===== config.mk =====
export PLATFORM = sky130hd
export DESIGN_NAME = head_locked_stable_priority_queue_unit
export DESIGN_NICKNAME = d
export VERILOG_FILES = /design/src/hdl/hlspq_pkg.sv /design/src/hdl/head_locked_stable_priority_queue_unit.sv
export SDC_FILE = /design/constraint.sdc
export NUM_CORES = 1
export LEC_CHECK = 0
export BUFFER_PORTS_ARGS = -buffer_cell sky130_fd_sc_hd__buf_2
export CAP_MARGIN = 5
export CORE_MARGIN = 4
export CORE_UTILIZATION = 45
export DETAILED_ROUTE_END_ITERATION = 16
export SLEW_MARGIN = 20
export SYNTH_ARGS = -nofsm -noshare
export SYNTH_HDL_FRONTEND = slang
export SYNTH_SLANG_ARGS = --single-unit
export TNS_END_PERCENT = 20

===== constraint.sdc =====
create_clock -name clk -period 5.7 [get_ports clk]
set_clock_uncertainty 0.15 [all_clocks]
set_input_delay 1.71 -clock clk [delete_from_list [all_inputs] [get_ports clk]]
set_output_delay 1.71 -clock clk [all_outputs]
set_load 0.03 [all_outputs]

===== src/hdl/hlspq_pkg.sv =====
// Shared types and constants of the head-locked stable priority queue.
// Holds the request and response structs, the stored entry, status codes
// and the control state type. No dependencies.
package hlspq_pkg;

	localparam int QUEUE_DEPTH   = 16;
	localparam int PRIORITY_BITS = 8;

	localparam int ADDR_W = (QUEUE_DEPTH > 1) ? $clog2(QUEUE_DEPTH) : 1;
	localparam int CNT_W  = $clog2(QUEUE_DEPTH + 1);

	localparam logic OP_ENQ = 1'b0;
	localparam logic OP_DEQ = 1'b1;

	localparam logic [1:0] STATUS_OK    = 2'd0;
	localparam logic [1:0] STATUS_EMPTY = 2'd1;
	localparam logic [1:0] STATUS_FULL  = 2'd2;

	typedef struct packed {
		logic        opcode;
		logic [7:0]  new_priority;
		logic [15:0] new_tag;
	} req_t;

	typedef struct packed {
		logic [1:0]  status;
		logic [7:0]  out_priority;
		logic [15:0] out_tag;
		logic [4:0]  occupancy;
	} rsp_t;

	typedef struct packed {
		logic [PRIORITY_BITS-1:0] prio;
		logic [15:0]              tag;
	} entry_t;

	typedef enum logic [1:0] {
		ST_IDLE,
		ST_DEQ,
		ST_CMP,
		ST_DONE
	} state_t;

endpackage


===== src/hdl/head_locked_stable_priority_queue_unit.sv =====
// Top level of the head-locked stable priority queue.
// Depends on hlspq_pkg for types, status codes and sizing constants.
//
// Usage:
// The request channel (req_valid, req_stall, req) carries one operation:
// an enqueue of a priority and tag, or a dequeue of the head entry. The
// response channel (rsp_valid, rsp_stall, rsp) returns exactly one result
// per request: a status, the dequeued priority and tag (zero otherwise)
// and the occupancy after the operation.
// Entries live in a circular buffer held in one synchronous memory. A
// dequeue from a non-empty queue reads the head entry and then builds its
// result; a dequeue from an empty queue, or an enqueue into a full queue or
// a queue of at most one entry, goes straight to its result. Any other
// enqueue walks back from the tail, one memory read and one write per cycle
// as the memory has one port of each, moving each overtaken entry up a slot.
// One request is in work at a time; req_stall is high from acceptance until
// its result is loaded into the response register, and a stalled receiver
// holds back the next request once the result cannot be handed over.
// Reset empties the queue at once; memory contents need no clearing.
module head_locked_stable_priority_queue_unit (
	input  logic              clk,
	input  logic              arst_n,
	input  logic              req_valid,
	output logic              req_stall,
	input  hlspq_pkg::req_t   req,
	output logic              rsp_valid,
	input  logic              rsp_stall,
	output hlspq_pkg::rsp_t   rsp
);

	localparam int AW = hlspq_pkg::ADDR_W;
	localparam int CW = hlspq_pkg::CNT_W;
	localparam int PW = hlspq_pkg::PRIORITY_BITS;

	hlspq_pkg::state_t state_q, state_d;

	logic [AW-1:0] head_q, head_d;
	logic [CW-1:0] count_q, count_d;
	logic [CW-1:0] cur_q, cur_d;
	logic [PW-1:0] new_prio_q, new_prio_d;
	logic [15:0]   new_tag_q, new_tag_d;

	logic [1:0]    res_status_q, res_status_d;
	logic [7:0]    res_prio_q, res_prio_d;
	logic [15:0]   res_tag_q, res_tag_d;

	logic            rsp_valid_q;
	hlspq_pkg::rsp_t rsp_q;

	hlspq_pkg::entry_t mem [hlspq_pkg::QUEUE_DEPTH];
	hlspq_pkg::entry_t rd_q;
	logic              rd_en;
	logic [AW-1:0]     rd_addr;
	logic              wr_en;
	logic [AW-1:0]     wr_addr;
	hlspq_pkg::entry_t wr_data;

	logic          accept;
	logic          shift_go;
	logic          rsp_load;
	logic [PW-1:0] prio_in;

	// Maps a position counted from the head to a physical memory slot.
	function automatic logic [AW-1:0] slot_addr(input logic [AW-1:0] base,
			input logic [CW-1:0] off);
		logic [CW:0] s;
		s = (CW+1)'(base) + (CW+1)'(off);
		if (s >= (CW+1)'(hlspq_pkg::QUEUE_DEPTH)) begin
			s = s - (CW+1)'(hlspq_pkg::QUEUE_DEPTH);
		end
		return s[AW-1:0];
	endfunction

	assign req_stall = (state_q != hlspq_pkg::ST_IDLE);
	assign accept    = req_valid && !req_stall;
	assign prio_in   = PW'(req.new_priority);
	assign rsp_load  = (state_q == hlspq_pkg::ST_DONE) && (!rsp_valid_q || !rsp_stall);

	// An entry behind the head with lower priority than the new one moves up.
	assign shift_go = (cur_q > CW'(1)) && (rd_q.prio < new_prio_q);

	assign rsp_valid = rsp_valid_q;
	assign rsp       = rsp_q;

	always_comb begin
		state_d = state_q;
		case (state_q)
			hlspq_pkg::ST_IDLE: begin
				if (req_valid) begin
					if (req.opcode == hlspq_pkg::OP_DEQ) begin
						state_d = (count_q == '0) ? hlspq_pkg::ST_DONE : hlspq_pkg::ST_DEQ;
					end else if (count_q == CW'(hlspq_pkg::QUEUE_DEPTH) ||
							count_q <= CW'(1)) begin
						state_d = hlspq_pkg::ST_DONE;
					end else begin
						state_d = hlspq_pkg::ST_CMP;
					end
				end
			end
			hlspq_pkg::ST_DEQ: begin
				state_d = hlspq_pkg::ST_DONE;
			end
			hlspq_pkg::ST_CMP: begin
				if (!shift_go) begin
					state_d = hlspq_pkg::ST_DONE;
				end
			end
			hlspq_pkg::ST_DONE: begin
				if (rsp_load) begin
					state_d = hlspq_pkg::ST_IDLE;
				end
			end
			default: begin
				state_d = hlspq_pkg::ST_IDLE;
			end
		endcase
	end

	always_comb begin
		head_d       = head_q;
		count_d      = count_q;
		cur_d        = cur_q;
		new_prio_d   = new_prio_q;
		new_tag_d    = new_tag_q;
		res_status_d = res_status_q;
		res_prio_d   = res_prio_q;
		res_tag_d    = res_tag_q;
		rd_en        = 1'b0;
		rd_addr      = head_q;
		wr_en        = 1'b0;
		wr_addr      = head_q;
		wr_data      = '{prio: new_prio_q, tag: new_tag_q};
		case (state_q)
			hlspq_pkg::ST_IDLE: begin
				if (accept) begin
					res_status_d = hlspq_pkg::STATUS_OK;
					res_prio_d   = '0;
					res_tag_d    = '0;
					new_prio_d   = prio_in;
					new_tag_d    = req.new_tag;
					if (req.opcode == hlspq_pkg::OP_DEQ) begin
						if (count_q == '0) begin
							res_status_d = hlspq_pkg::STATUS_EMPTY;
						end else begin
							rd_en   = 1'b1;
							rd_addr = head_q;
						end
					end else if (count_q == CW'(hlspq_pkg::QUEUE_DEPTH)) begin
						res_status_d = hlspq_pkg::STATUS_FULL;
					end else if (count_q <= CW'(1)) begin
						wr_en   = 1'b1;
						wr_addr = slot_addr(head_q, count_q);
						wr_data = '{prio: prio_in, tag: req.new_tag};
						count_d = count_q + CW'(1);
					end else begin
						// Start the backward walk at the tail.
						rd_en   = 1'b1;
						rd_addr = slot_addr(head_q, count_q - CW'(1));
						cur_d   = count_q;
					end
				end
			end
			hlspq_pkg::ST_DEQ: begin
				res_prio_d = 8'(rd_q.prio);
				res_tag_d  = rd_q.tag;
				head_d     = slot_addr(head_q, CW'(1));
				count_d    = count_q - CW'(1);
			end
			hlspq_pkg::ST_CMP: begin
				wr_en   = 1'b1;
				wr_addr = slot_addr(head_q, cur_q);
				if (shift_go) begin
					wr_data = rd_q;
					cur_d   = cur_q - CW'(1);
					// Fetch the next entry toward the head; when that is the head
					// itself, the cursor stop keeps it from being compared.
					rd_en   = 1'b1;
					rd_addr = slot_addr(head_q, cur_q - CW'(2));
				end else begin
					count_d = count_q + CW'(1);
				end
			end
			hlspq_pkg::ST_DONE: begin
			end
			default: begin
			end
		endcase
	end

	always_ff @(posedge clk or negedge arst_n) begin
		if (!arst_n) begin
			state_q     <= hlspq_pkg::ST_IDLE;
			head_q      <= '0;
			count_q     <= '0;
			cur_q       <= '0;
			rsp_valid_q <= 1'b0;
		end else begin
			state_q <= state_d;
			head_q  <= head_d;
			count_q <= count_d;
			cur_q   <= cur_d;
			if (rsp_load) begin
				rsp_valid_q <= 1'b1;
			end else if (!rsp_stall) begin
				rsp_valid_q <= 1'b0;
			end
		end
	end

	always_ff @(posedge clk) begin
		new_prio_q   <= new_prio_d;
		new_tag_q    <= new_tag_d;
		res_status_q <= res_status_d;
		res_prio_q   <= res_prio_d;
		res_tag_q    <= res_tag_d;
		if (rsp_load) begin
			rsp_q.status       <= res_status_q;
			rsp_q.out_priority <= res_prio_q;
			rsp_q.out_tag      <= res_tag_q;
			rsp_q.occupancy    <= 5'(count_q);
		end
	end

	always_ff @(posedge clk) begin
		if (wr_en) begin
			mem[wr_addr] <= wr_data;
		end
		if (rd_en) begin
			rd_q <= mem[rd_addr];
		end
	end

`ifndef NO_ASSERTIONS
	a_count_bound: assert property (@(posedge clk) disable iff (!arst_n)
		count_q <= CW'(hlspq_pkg::QUEUE_DEPTH))
		else $error("entry count exceeds queue depth");

	a_port_conflict: assert property (@(posedge clk) disable iff (!arst_n)
		(wr_en && rd_en) |-> (wr_addr != rd_addr))
		else $error("memory read and write hit the same slot");

	a_cursor_range: assert property (@(posedge clk) disable iff (!arst_n)
		(state_q == hlspq_pkg::ST_CMP) |-> (cur_q != '0 && cur_q <= count_q))
		else $error("insertion cursor outside the queue");

	a_deq_count: assert property (@(posedge clk) disable iff (!arst_n)
		(state_q == hlspq_pkg::ST_DEQ) |=> (count_q == $past(count_q) - CW'(1)))
		else $error("dequeue did not remove one entry");

	a_err_zero: assert property (@(posedge clk) disable iff (!arst_n)
		(rsp_valid && rsp.status != hlspq_pkg::STATUS_OK) |->
		(rsp.out_priority == '0 && rsp.out_tag == '0))
		else $error("error response carries entry data");
`endif

endmodule


== Word level (Yosys, flattened, before mapping) ==
Memories as Yosys holds them, arrays and structs flattened. A register that Yosys moved wholly into a read port is not among the register bits.
Cells that the tools add are included.
Widths: inputs -> output; s select.

* Memories kept: 1
* Bits of input ports: 29
* Bits in writable memories: 384
* Word-level logic and storage cells: 134
* Output and inout port bits: 33
* Flip-flop bits (word level): 98

{| class="wikitable"
|+ Memories
! name !! words !! width !! rd ports !! clocked after Yosys merged registers in !! wr ports !! RTL line !! RTL
|-
| mem || 16 || 24 || 1 || 1 || 1 || head_locked_stable_priority_queue_unit.sv:50 || <nowiki>hlspq_pkg::entry_t mem [hlspq_pkg::QUEUE_DEPTH];</nowiki>
|}

* Reductions and logical operators: 19
* Mux-type cells: 64
* Equality and inequality tests: 14
* $lt $le $gt $ge: 8
* Add/subtract/negate cells: 14

{| class="wikitable"
|+ Operators by type and width
! operator !! number
|-
| $mux 24 || 5
|-
| $mux 4 || 14
|-
| $mux 5 || 10
|-
| $pmux 24 s2 || 1
|-
| $pmux 16 s2 || 1
|-
| $add 4x5->6 || 4
|-
| $ge 6x5->1 const B || 4
|-
| $sub 4x1->4 const B || 5
|-
| $ne 2x2->1 const B || 9
|-
| $mux 1 || 16
|-
| $mux 16 || 1
|-
| $pmux 4 s2 || 2
|-
| $pmux 8 s2 || 1
|-
| $pmux 5 s3 || 1
|-
| $mux 2 || 7
|-
| $reduce_and 6->1 || 2
|-
| $pmux 5 s2 || 1
|-
| $sub 5x1->5 const B || 2
|-
| $lt 8x8->1 || 1
|-
| $mux 8 || 1
|-
| $pmux 2 s4 || 1
|-
| $reduce_bool 2->1 || 3
|-
| $add 4x1->5 const B || 1
|-
| $add 5x1->5 const B || 1
|-
| 17 further kinds || 25
|}

== Longest topological paths before layout ==
* Word-level depth: 9
* Depth in mapped cells: 13
* Depth with buffers taken out: 12

== Least setup slack after synthesis ==
Ideal clock, no wire load.

* Kind: input -> register
* From: input req_valid
* To: memory mem[0][0] (netlist bit), enable pin
* Required time: 5,145 ps
* Slack: 805 ps
* Path buffers: 2
* Arrival time: 4,341 ps
* Setup time: 405 ps
* Stages on the path: 9
* Path through: nand2_1 nor3_1 nor2b_1 clkbuf_1 buf_1 a21oi_1 a221oi_1 nand2_1 nor2_1

* Word-level cells in the longest chain between the ends: 5
* Elaborated cells on any way between the ends: 7
* Classes of those cells: mux (6); reduce/logical (1)

{| class="wikitable"
|+ Ends and longest elaborated chain
! what !! RTL line !! RTL
|-
| from (decl) || head_locked_stable_priority_queue_unit.sv:23 || <nowiki>input logic req_valid,</nowiki>
|-
| $logic_and 1x1->1 (*) || head_locked_stable_priority_queue_unit.sv:75 || <nowiki>assign accept = req_valid && !req_stall;</nowiki>
|-
| $mux 1 || head_locked_stable_priority_queue_unit.sv:135 || <nowiki>if (accept) begin</nowiki>
|-
| $pmux 1 s2 || head_locked_stable_priority_queue_unit.sv:133 || <nowiki>case (state_q)</nowiki>
|-
| $mux 1 || head_locked_stable_priority_queue_unit.sv:225 || <nowiki>if (wr_en) begin</nowiki>
|-
| $mux 1 (not written as such) || head_locked_stable_priority_queue_unit.sv:226 || <nowiki>mem[wr_addr] <= wr_data;</nowiki>
|-
| to (decl) || head_locked_stable_priority_queue_unit.sv:50 ||
|}

Every way passes the cells marked *; elsewhere a longest branch is shown, timed or not.

==> results.md <==
- Status: finished clean
- Flops & latches, synth: between 500 and 600
- FP Rows: just under 80
- FF-to-FF Start: cur_q[1]
- Htree depth: 2
- Ant diodes: 0
- CTS tree: built
- HP Class: register to register
- Final ANT Viol Nets: 0
- CP endpoint kind: register
- Vias per std cell: about 5.8
- Synth warn: 0
- Final wirelength: around 45 mm
- Slew headroom: 27.1%
- Die area: just under 0.05 mm²
- RePlAce Congestion: between 0.7 and 0.8
- Gr ovfl total: 0
- Nets: between 1000 and 1500
- Area grow syn2layout: 14.3%
- Synth area leaders: edfxtp_1 (72%), mux4_2 (11%), dfrtp_1 (2.1%), ha_1 (1.9%), a22oi_1 (1.8%)
- Mapped cell area: around 0.020 mm²
- Die width: between 200 and 250 µm
- Initial DRC Count: 1246
- HP Start: res_tag_q[11]
- Seq/Total Area, Yosys: 74.2%
- Synth cell types: just over 50
- Max-cap viol count: 0
- IO buf count: 61
- Post-synth EDFFs: between 400 and 500
- Post_cts resized: 0
- Max Slew Vio Count: 0
- DR pass1 iterations: 8
- Crit share post-route: 77.8%
- Dominant synthesized flop cell: edfxtp_1
- Clock sink count: ~500
- Worst slack at placement: approximately 0.7 ns
- Worst path required time: between 5 and 6 ns
- Crit path from: req_valid
- Gr usage total: between 10% and 20%
- CTS buffer count: 50
- Syn Area/Cell: 19.0 µm²
- Post-route setup slack: between 1 and 1.5 ns
- Clock root buffer: clkbuf_16
- HPWL Detailed: 24.9 mm
- Setup bufs post-CTS: 0
- Max FO, Critical Path: 30
- Share of cells above drive strength 1: between 20% and 30%
- Yosys top cell area share: 72.1%
- Vias after detailed routing: between 10000 and 15000
- Core area: 0.0445 mm²
- Final hold vios: 0
- Initial Util: 45.8%
- Data arrival, critical path: around 4.5 ns
- Antenna violations before repair: 2
- Asr flop ratio synth: under 10%
- Setup violations, final: 0
- Mapped Nets: roughly 1100
- Hold_buf cts: 0
- Fillers: between 3000 and 4000
- DRC viols: 0
- Worst-Skew Late Latency: around 0.59 ns
- Area leader, netlist: edfxtp_1
- First-pass GRT wire length: around 68 mm
- Num ports: 62
- Setup_tns: 0 ns
- Routed len/inst: around 25 µm
- Fmax: approximately 0.23 GHz
- Synthesized netlist cell count: roughly 1100
- Clock-pin slew on the worst setup and hold paths: roughly 0.060 ns
- RSZ-0062 raised after global routing: no
- Final min period: 4.43 ns
- Crit Path Class: input pin to register
- Die extent in y: around 220 µm
- Post-Layout Inst Area: 0.0233 mm²
- Vias in the first global route: 10300
- Crit path launch type: input pin
- Placed cell area: ~0.022 mm²
- Clock tree buffer depth: 3
- Worst slew pin tran: 1.09 ns
- Largest net degree at the start of global routing: between 60 and 70
==> flip-flops by register name, indices dropped and copies added (netlist names), 2 cells and up <==
signal,cells
mem,384
rsp,31
rd_q,24
new_tag_q,16
res_tag_q,16
new_prio_q,8
res_prio_q,8
count_q,5
cur_q,5
head_q,4
res_status_q,2
state_q,2
==> cells in the mapped netlist, drive strengths merged (3+ instances only) <==
library cell  number
a21bo              3
dfrtp             17
nand2             57
a222oi            24
inv               51
buf               17
a21o               6
nand4              3
nor2b              3
edfxtp           489
ha                31
a221o              5
nand3              6
and2              29
o21ai             26
clkbuf            35
mux4              96
fa                 4
xor2               8
mux2              17
a21oi             18
nor3               5
xnor2             13
nor2              27
a211oi             3
a221oi             3
a22oi             49
==> cell type report <==
cell class / count / area, µm² / area share [%]
clock inverters: 25 / 272 / 1.17
clock buffers: 66 / 1370 / 5.90
multi-input cells: 464 / 5020 / 21.5
well taps: 592 / 741 / 3.18
flip-flops and latches: 506 / 15100 / 64.9
repair buffers: 91 / 593 / 2.55
inverters: 51 / 191 / 0.822
==> layout by cell type, fill, tap and decap left out, drive strengths merged, types with 6 or more instances in the layout <==
cell type  Yosys  final
xor2           8      8
clkinv         0     18
dfrtp         17     17
and2          29     29
nand2         57     57
edfxtp       489    489
clkbuf        35     66
mux4          96     96
a222oi        24     24
buf           17     91
nand3          6      6
a21oi         18     18
xnor2         13     13
ha            31     31
mux2          17     17
nor2          27     27
inv           51     53
a22oi         49     49
o21ai         26     26
a21o           6      6
==> critical path: stages <==
cell      delay (ns)
buf_2           0.13
nand2_1         0.12
nor3_1          0.41
nor2b_4         0.40
buf_4           0.46
o21ai_0         0.15
a222oi_1        0.67
inv_1           0.44
==> metrics by stage <==
stage	cells	util, %	hold WS [ns]
2_1_floorplan	1073	-	0.250
3_3_place_gp	1704	48.6	0.252
3_5_place_dp	1704	48.6	0.255
4_1_cts	1795	52.3	0.270
5_1_grt	1795	52.3	0.278
6_report	1795	52.3	0.269
==> worst paths after layout <==
kind,end,slack [ns],cells after the start
max in group asynchronous,rsp_valid,4.19,1
min in group asynchronous,head_q[0],0.91,1
worst max-delay path,mem[4][22],1.27,8
worst max register to register,rd_q[2],1.34,12
worst min register to register,rsp[16],0.27,0
worst min-delay path,rsp[16],0.27,0
==> cells by family after synthesis <==
kind of cell / synth area share [%]
flip-flops: 74.2
adder cells (fa/ha/maj): 2.30
buffers and inverters: 2.13
AND/OR/NAND/NOR: 3.31
multiplexers: 11.6
AO/OA/AOI/OAI: 5.61
XOR/XNOR: 0.903
==> per-layer routing <==
metal	up-vias	GRT usage [%]	part of all wire, %
li1	4515	-	-
met1	5373	27.1	42
met2	385	30.8	48
met3	62	3.47	7.8
met4	0	4.97	2.0
met5	-	0	0
Power is left out: the tool's default activity adds up to more than one toggle a clock period on the data nets, which glitch-free logic cannot reach.
